[src/spsis_pkg.sv]
// ----------------------------------------------------------------------------
// spsis_pkg: shared types of the sorted point store
// Item kind codes and the status group that the sequencer reports upward.
// ----------------------------------------------------------------------------
`default_nettype none

package spsis_pkg;

    typedef enum logic [1:0] {
        KIND_APPEND = 2'd0,
        KIND_SEARCH = 2'd1,
        KIND_READ   = 2'd2,
        KIND_NONE   = 2'd3
    } kind_t;

    typedef struct packed {
        logic idle;
        logic done;
    } seq_status_t;

endpackage

`default_nettype wire

[src/spsis_seq.sv]
// ----------------------------------------------------------------------------
// spsis_seq: sequencer of the sorted point store
// Runs appends, reads and the two binary searches through one compare unit,
// keeps the fill count and the running x and y extremes.
// ----------------------------------------------------------------------------
`default_nettype none

module spsis_seq
    import spsis_pkg::*;
#(
    parameter int CAPACITY   = 1024,
    parameter int VALUE_BITS = 32,
    localparam int ADDR_W    = $clog2(CAPACITY),
    localparam int IDX_W     = $clog2(CAPACITY + 1)
) (
    input  wire logic                         clk,
    input  wire logic                         rst_n,
    input  wire logic                         in_valid,
    input  wire logic [1:0]                   kind,
    input  wire logic signed [VALUE_BITS-1:0] point_x,
    input  wire logic signed [VALUE_BITS-1:0] point_y,
    input  wire logic signed [VALUE_BITS-1:0] lower_bound,
    input  wire logic signed [VALUE_BITS-1:0] upper_bound,
    input  wire logic [ADDR_W-1:0]            read_index,
    input  wire logic                         out_free,
    output seq_status_t                       status,
    output logic                              wr_en,
    output logic [ADDR_W-1:0]                 wr_addr,
    output logic signed [VALUE_BITS-1:0]      wr_x,
    output logic signed [VALUE_BITS-1:0]      wr_y,
    output logic                              rd_en_a,
    output logic [ADDR_W-1:0]                 rd_addr_a,
    output logic                              rd_en_b,
    output logic [ADDR_W-1:0]                 rd_addr_b,
    input  wire logic signed [VALUE_BITS-1:0] rd_x_a,
    input  wire logic signed [VALUE_BITS-1:0] rd_y_a,
    input  wire logic signed [VALUE_BITS-1:0] rd_x_b,
    output logic [IDX_W-1:0]                  lower_index,
    output logic [IDX_W-1:0]                  upper_index,
    output logic signed [VALUE_BITS-1:0]      read_x,
    output logic signed [VALUE_BITS-1:0]      read_y,
    output logic signed [VALUE_BITS-1:0]      least_x,
    output logic signed [VALUE_BITS-1:0]      greatest_x,
    output logic signed [VALUE_BITS-1:0]      least_y,
    output logic signed [VALUE_BITS-1:0]      greatest_y,
    output logic [IDX_W-1:0]                  stored_count,
    output logic                              dropped
);

    // Search window bounds are signed so that an empty window reads as right below left.
    localparam int SW = IDX_W + 1;
    localparam logic signed [VALUE_BITS-1:0] MOST_POS = {1'b0, {(VALUE_BITS-1){1'b1}}};
    localparam logic signed [VALUE_BITS-1:0] MOST_NEG = ~MOST_POS;

    typedef enum logic [4:0] {
        S_IDLE    = 5'b00001,
        S_READ    = 5'b00010,
        S_PROBE   = 5'b00100,
        S_COMPARE = 5'b01000,
        S_FINISH  = 5'b10000
    } state_t;

    state_t                         state_reg, state_next;
    logic [IDX_W-1:0]               count_reg, count_next;
    logic signed [VALUE_BITS-1:0]   min_x_reg, min_x_next;
    logic signed [VALUE_BITS-1:0]   max_x_reg, max_x_next;
    logic signed [VALUE_BITS-1:0]   min_y_reg, min_y_next;
    logic signed [VALUE_BITS-1:0]   max_y_reg, max_y_next;
    logic                           phase_reg, phase_next;

    logic signed [SW-1:0]           left_reg, left_next;
    logic signed [SW-1:0]           right_reg, right_next;
    logic [ADDR_W-1:0]              mid_reg, mid_next;
    logic signed [VALUE_BITS-1:0]   lower_bnd_reg, lower_bnd_next;
    logic signed [VALUE_BITS-1:0]   upper_bnd_reg, upper_bnd_next;
    logic [ADDR_W-1:0]              read_idx_reg, read_idx_next;
    logic [IDX_W-1:0]               lower_idx_reg, lower_idx_next;
    logic [IDX_W-1:0]               upper_idx_reg, upper_idx_next;
    logic signed [VALUE_BITS-1:0]   read_x_reg, read_x_next;
    logic signed [VALUE_BITS-1:0]   read_y_reg, read_y_next;
    logic                           dropped_reg, dropped_next;

    kind_t                          kind_in;
    logic                           start;
    logic                           full;
    logic signed [SW:0]             probe_sum;
    logic [ADDR_W-1:0]              mid_c;
    logic                           loop_run;
    logic                           mid_last;
    logic                           probe_issue;
    logic signed [VALUE_BITS-1:0]   key;
    logic                           below_a;
    logic                           above_b;
    logic                           above_a;
    logic signed [SW-1:0]           right_init;

    assign kind_in     = kind_t'(kind);
    assign start       = in_valid && (state_reg == S_IDLE);
    assign full        = (count_reg == IDX_W'(CAPACITY));
    assign probe_sum   = {left_reg[SW-1], left_reg} + {right_reg[SW-1], right_reg};
    assign mid_c       = probe_sum[ADDR_W:1];
    assign loop_run    = (left_reg <= right_reg);
    assign mid_last    = ((IDX_W'(mid_c) + IDX_W'(1)) == count_reg);
    assign probe_issue = (state_reg == S_PROBE) && loop_run && !mid_last;
    assign right_init  = SW'(count_reg) - SW'(1);

    // The shared compare unit: the bound under search against two neighboring x values.
    assign key     = phase_reg ? upper_bnd_reg : lower_bnd_reg;
    assign below_a = (rd_x_a < key);
    assign above_b = (key < rd_x_b);
    assign above_a = (rd_x_a > key);

    assign wr_en     = start && (kind_in == KIND_APPEND) && !full;
    assign wr_addr   = count_reg[ADDR_W-1:0];
    assign wr_x      = point_x;
    assign wr_y      = point_y;
    assign rd_en_a   = (start && (kind_in == KIND_READ)) || probe_issue;
    assign rd_addr_a = (state_reg == S_IDLE) ? read_index : mid_c;
    assign rd_en_b   = probe_issue;
    assign rd_addr_b = mid_c + ADDR_W'(1);

    always_comb
    begin
        logic             bound_done;
        logic [IDX_W-1:0] answer;

        bound_done     = 1'b0;
        answer         = '0;
        state_next     = state_reg;
        count_next     = count_reg;
        min_x_next     = min_x_reg;
        max_x_next     = max_x_reg;
        min_y_next     = min_y_reg;
        max_y_next     = max_y_reg;
        phase_next     = phase_reg;
        left_next      = left_reg;
        right_next     = right_reg;
        mid_next       = mid_reg;
        lower_bnd_next = lower_bnd_reg;
        upper_bnd_next = upper_bnd_reg;
        read_idx_next  = read_idx_reg;
        lower_idx_next = lower_idx_reg;
        upper_idx_next = upper_idx_reg;
        read_x_next    = read_x_reg;
        read_y_next    = read_y_reg;
        dropped_next   = dropped_reg;

        unique case (state_reg)
            S_IDLE:
            begin
                if (start)
                begin
                    lower_idx_next = '0;
                    upper_idx_next = '0;
                    read_x_next    = '0;
                    read_y_next    = '0;
                    dropped_next   = 1'b0;
                    unique case (kind_in)
                        KIND_APPEND:
                        begin
                            if (full)
                            begin
                                dropped_next = 1'b1;
                            end
                            else
                            begin
                                count_next = count_reg + IDX_W'(1);
                                if (point_x > max_x_reg) max_x_next = point_x;
                                if (point_x < min_x_reg) min_x_next = point_x;
                                if (point_y > max_y_reg) max_y_next = point_y;
                                if (point_y < min_y_reg) min_y_next = point_y;
                            end
                            state_next = S_FINISH;
                        end
                        KIND_SEARCH:
                        begin
                            lower_bnd_next = lower_bound;
                            upper_bnd_next = upper_bound;
                            phase_next     = 1'b0;
                            left_next      = '0;
                            right_next     = right_init;
                            state_next     = S_PROBE;
                        end
                        KIND_READ:
                        begin
                            read_idx_next = read_index;
                            state_next    = S_READ;
                        end
                        KIND_NONE:
                        begin
                            state_next = S_FINISH;
                        end
                    endcase
                end
            end
            S_READ:
            begin
                if (IDX_W'(read_idx_reg) < count_reg)
                begin
                    read_x_next = rd_x_a;
                    read_y_next = rd_y_a;
                end
                state_next = S_FINISH;
            end
            S_PROBE:
            begin
                if (!loop_run)
                begin
                    bound_done = 1'b1;
                    answer     = '0;
                end
                else if (mid_last)
                begin
                    bound_done = 1'b1;
                    answer     = count_reg;
                end
                else
                begin
                    mid_next   = mid_c;
                    state_next = S_COMPARE;
                end
            end
            S_COMPARE:
            begin
                if (below_a && above_b)
                begin
                    bound_done = 1'b1;
                    answer     = IDX_W'(mid_reg) + IDX_W'(1);
                end
                else if (above_a)
                begin
                    right_next = SW'(mid_reg) - SW'(1);
                    state_next = S_PROBE;
                end
                else
                begin
                    left_next  = SW'(mid_reg) + SW'(1);
                    state_next = S_PROBE;
                end
            end
            S_FINISH:
            begin
                if (out_free)
                begin
                    state_next = S_IDLE;
                end
            end
            default:
            begin
                state_next = S_IDLE;
            end
        endcase

        // A finished lower search restarts the window for the upper bound.
        if (bound_done)
        begin
            if (!phase_reg)
            begin
                lower_idx_next = answer;
                phase_next     = 1'b1;
                left_next      = '0;
                right_next     = right_init;
                state_next     = S_PROBE;
            end
            else
            begin
                upper_idx_next = answer;
                state_next     = S_FINISH;
            end
        end
    end

    always_ff @(posedge clk or negedge rst_n)
    begin
        if (!rst_n)
        begin
            state_reg <= S_IDLE;
            count_reg <= '0;
            min_x_reg <= MOST_POS;
            max_x_reg <= MOST_NEG;
            min_y_reg <= MOST_POS;
            max_y_reg <= MOST_NEG;
            phase_reg <= 1'b0;
        end
        else
        begin
            state_reg <= state_next;
            count_reg <= count_next;
            min_x_reg <= min_x_next;
            max_x_reg <= max_x_next;
            min_y_reg <= min_y_next;
            max_y_reg <= max_y_next;
            phase_reg <= phase_next;
        end
    end

    always_ff @(posedge clk)
    begin
        left_reg      <= left_next;
        right_reg     <= right_next;
        mid_reg       <= mid_next;
        lower_bnd_reg <= lower_bnd_next;
        upper_bnd_reg <= upper_bnd_next;
        read_idx_reg  <= read_idx_next;
        lower_idx_reg <= lower_idx_next;
        upper_idx_reg <= upper_idx_next;
        read_x_reg    <= read_x_next;
        read_y_reg    <= read_y_next;
        dropped_reg   <= dropped_next;
    end

    assign status.idle  = (state_reg == S_IDLE);
    assign status.done  = (state_reg == S_FINISH);
    assign lower_index  = lower_idx_reg;
    assign upper_index  = upper_idx_reg;
    assign read_x       = read_x_reg;
    assign read_y       = read_y_reg;
    assign least_x      = min_x_reg;
    assign greatest_x   = max_x_reg;
    assign least_y      = min_y_reg;
    assign greatest_y   = max_y_reg;
    assign stored_count = count_reg;
    assign dropped      = dropped_reg;

    a_count_bounded: assert property (
        @(posedge clk) disable iff (!rst_n)
        count_reg <= IDX_W'(CAPACITY)
    ) else $error("fill count beyond capacity");

    a_compare_inside: assert property (
        @(posedge clk) disable iff (!rst_n)
        (state_reg == S_COMPARE) |-> ((IDX_W'(mid_reg) + IDX_W'(1)) < count_reg)
    ) else $error("compare probe reaches past the last stored point");

    a_drop_only_full: assert property (
        @(posedge clk) disable iff (!rst_n)
        ((state_reg == S_FINISH) && dropped_reg) |-> full
    ) else $error("append dropped while store had room");

    a_append_counts: assert property (
        @(posedge clk) disable iff (!rst_n)
        wr_en |=> (count_reg == $past(count_reg) + IDX_W'(1))
    ) else $error("stored append did not advance the fill count");

endmodule

`default_nettype wire

[config.mk]
export PLATFORM = sky130hd
export DESIGN_NAME = spsis_seq
export DESIGN_NICKNAME = d
export VERILOG_FILES = /design/src/spsis_pkg.sv /design/src/spsis_seq.sv
export SDC_FILE = /design/constraint.sdc
export NUM_CORES = 1
export LEC_CHECK = 0
export ABC_AREA = 1
export BUFFER_PORTS_ARGS = -buffer_cell sky130_fd_sc_hd__buf_4
export CAP_MARGIN = 20
export CORE_AREA = 2 2 262 199
export DETAILED_ROUTE_END_ITERATION = 16
export DIE_AREA = 0 0 264 201
export PLACE_DENSITY = 0.78
export SETUP_SLACK_MARGIN = 0.3
export SYNTH_ARGS = -nofsm -noshare
export SYNTH_HDL_FRONTEND = slang
export SYNTH_SLANG_ARGS = --single-unit
[constraint.sdc]
create_clock -name clk -period 12.3 [get_ports clk]
set_clock_uncertainty 0.15 [all_clocks]
set_input_delay 1.845 -clock clk [delete_from_list [all_inputs] [get_ports clk]]
set_output_delay 1.845 -clock clk [all_outputs]
set_load 0.02 [all_outputs]
==> key figures <==
Logic synthesis
  • Seq cells post-synth: 340
  • Mapped Area: 21,500 um^2
  • Main synth FF type: edfxtp_1
  • Synthesis Warnings: 0
  • Async set-or-reset flop fraction in the synthesized netlist: 0.426
  • Post-Syn Instances: 2,643
  • Seq/Total Area, Yosys: 0.424
  • Post-synth net total: 3,114
  • EDFF count, synth: 149
  • Avg Cell Area, Syn: 8.12 um^2
  • Synth cell types: 49

Route
  • Via count: 19,516
  • 1st-iter DRT viols: 1,870
  • Post-route DRC violation count: 0
  • Via density: 5.12
  • Total wire length: 70,300 um
  • DR pass1 iterations: 5
  • Routed WL per cell: 18.4 um
  • Routed Antenna Nets: 0

Final layout
  • Area grow syn2layout: 26.2%
  • Fill count: 4,629
  • Final std cells w/o fill: 3,813
  • Layout cells sized above 1: 0.248
  • Final Util: 0.533
  • Commonest non-fill, non-tap cell in the layout: buf_4
  • Most frequent cells in the layout: buf_4, nand2_1, inv_1
  • Layout Nets: 3,585

Timing
  • Crit share post-route: 0.530
  • Final TNS setup: 0 ns
  • Final hold viol count: 0
  • Peak Freq: 0.154 GHz
  • # setup viols final: 0
  • Tightest Pin Transition: 1.01 ns
  • RSZ-0062 raised after global routing: no
  • Final min period: 6.51 ns
  • Final worst setup slack: 5.79 ns
  • Fin. max-slew vios: 0
  • Max-slew headroom: 0.325

Run status
  • Outcome: completed

Clocking
  • CTS buffer count: 38
  • Resized cells post-CTS: 0
  • Clock Latency Late Sink: 0.55 ns
  • Reg clk slew, reported paths: 0.06 ns
  • CTS Sinks: 340
  • Hold buffer count at CTS: 0
  • Max H-tree Level: 2
  • Clock Tree Buf Depth: 3
  • CTS root buf: clkbuf_16
  • Post-CTS Setup Bufs: 0
  • CTS tree: built

GRT
  • Antenna violations before repair: 2
  • Total Routing Usage GR: 0.257
  • Largest net degree at the start of global routing: 81
  • First-pass GRT wire length: 106,000 um
  • Grt total ovfl: 0
  • Vias in the first global route: 18,411

Floorplan
  • Die width: 264 um
  • Rows: 72
  • Ports: 565
  • Die area: 53,100 um^2
  • Core area: 50,800 um^2
  • Initial Util: 0.423
  • Die Ht: 201 um

Worst setup path
  • CP endpoint kind: primary output
  • CP Buf/Inv Count: 3
  • CP Launch Type: flop
  • CP Data Arrival Time: 4.52 ns
  • CP Launch Point: left_reg[0]
  • Worst EP required: 10.30 ns
  • CP dominant cell by count: nand2_1
  • Worst R2R Path Depth: 20
  • Slowest-stage cell, CP: fa_1
  • Crit path largest cell delay: 0.44 ns
  • Crit path capture: rd_en_a
  • Critical R2R Launch: phase_reg
  • Worst-path fanout max: 12
  • Crit-path cells: ha_1 > fa_1 > xor2_1 > inv_1 > ha_1 > xor2_1 > nor3b_1 > nand2_1 > nor2_1 > nand2_1 > nor2_1 > nand2_1 > nor2_1 > nand2_1 > inv_1 > a21oi_1 > or2_2 > buf_4
  • Crit path kind: reg2out
  • Reg-to-reg endpoint: right_reg[7]
  • Flop2flop setup slack: 7.20 ns
  • CP top delay family: simple AND/OR/NAND/NOR gates
  • CP Depth: 18

Pwr
  • Static leakage: 13.9 nW
  • Sw Ratio: 0.473
  • Sequential share of power: 0.279
  • NetSw: 0.00337 W
  • Cell area power density: 263 nW/um^2
  • Clock power share: 0.164
  • Peak VDD IR: 0.000163 V
  • Comb pwr share: 0.557
  • Internal power of the cells: 0.00375 W
  • Total chip power: 0.00712 W

Place
  • IO buf count: 564
  • Final HPWL DP: 53,600 um
  • Placement Setup Slack: 6.46 ns
  • GPL Wtd Cong: 0.970
  • Post-Place Cells: 3,739

Hold path
  • Min-Delay Path Class: reg2reg

Flow run
  • Max Cap Viol: 0
cell usage after synthesis, types with 3 or more instances:
library cell / n / area, um^2
dfstp_2: 65 / 1710
nand3_1: 113 / 566
dfxtp_1: 46 / 921
buf_2: 4 / 20.0
a21oi_1: 128 / 641
nor3_1: 22 / 110
nor2_2: 4 / 25.0
o31ai_1: 4 / 30.0
o221ai_1: 8 / 70.1
clkbuf_1: 63 / 236
a31oi_1: 7 / 43.8
nand2_2: 5 / 31.3
inv_2: 11 / 41.3
nor2_1: 150 / 563
or2_2: 36 / 225
nand4_1: 57 / 357
ha_1: 230 / 2880
o211ai_1: 12 / 90.1
o21ai_0: 243 / 1220
buf_4: 79 / 593
o21bai_1: 7 / 52.6
edfxtp_1: 149 / 4470
o21ai_1: 4 / 20.0
nor4_1: 9 / 56.3
dfrtp_1: 80 / 2000
a211oi_1: 7 / 52.6
nand2_1: 563 / 2110
a21oi_2: 3 / 26.3
o22ai_1: 4 / 25.0
clkinv_1: 6 / 22.5
xor2_1: 30 / 263
inv_1: 472 / 1770
cell families (layout without fill, tap and decap cells):
group,count (synthesis),after routing,share of synthesized area
and+or+nand+nor,967,967,0.193
buffers and inverters,638,1139,0.126
AOI/OAI and AO/OA,436,436,0.110
DFF,340,340,0.424
adders and majority gates,231,231,0.135
xor gates and xnor gates,31,31,0.0126
other,0,3,0
stage by stage:
step	hold slack (ns)	area, um^2
global route	0.364	27100
CTS	0.351	27100
finish	0.348	27100
detailed placement	0.342	25800
floorplan	0.379	21500
global placement	0.337	25800
per-layer routing:
metal / track usage / up-vias / wire length (um)
met1: 0.330 / 9017 / 28600
li1: - / 9471 / -
met4: 0.0777 / 2 / 1890
met3: 0.0846 / 115 / 7860
met5: 0 / - / 12
met2: 0.412 / 911 / 31900
worst min-delay path by stage:
stage / slack (ns) / depth (start not counted) / from / endpoint
6_report: 0.35 / 2 / least_x[0] / least_x[0]
5_1_grt: 0.36 / 2 / least_y[28] / least_y[28]
4_1_cts: 0.35 / 2 / least_x[12] / least_x[12]
3_5_place_dp: 0.34 / 2 / least_x[0] / least_x[0]
3_3_place_gp: 0.34 / 2 / least_y[13] / least_y[13]
2_1_floorplan: 0.38 / 2 / greatest_x[31] / greatest_x[31]
power groups by stage:
stage          Combinational [W]  Clock, W  Sequential [W]
2_1_floorplan            0.00211         0         0.00231
3_3_place_gp             0.00385         0         0.00198
3_5_place_dp             0.00391         0         0.00199
4_1_cts                  0.00394   0.00119         0.00198
5_1_grt                  0.00438   0.00124         0.00203
6_report                 0.00397   0.00117         0.00198
final cells by class:
| type | count | area [um^2] | share of cell area |
|---|---|---|---|
| clock inverter | 19 | 180 | 0.00665 |
| tap | 666 | 833 | 0.0308 |
| timing repair buffer | 580 | 4360 | 0.161 |
| clock buffer | 51 | 1070 | 0.0395 |
| inverter | 489 | 1840 | 0.0678 |
| antenna | 3 | 7.51 | 0.000277 |
| multi-input combinational | 1665 | 9700 | 0.358 |
| sequential | 340 | 9110 | 0.336 |
tightest hold or removal path, stage by stage (launching register included):
cell and delay, ns:
dfstp_2 0.38, nand2_1 0.05, o21ai_0 0.06
Note: power is estimated with default switching activity, not from simulation.
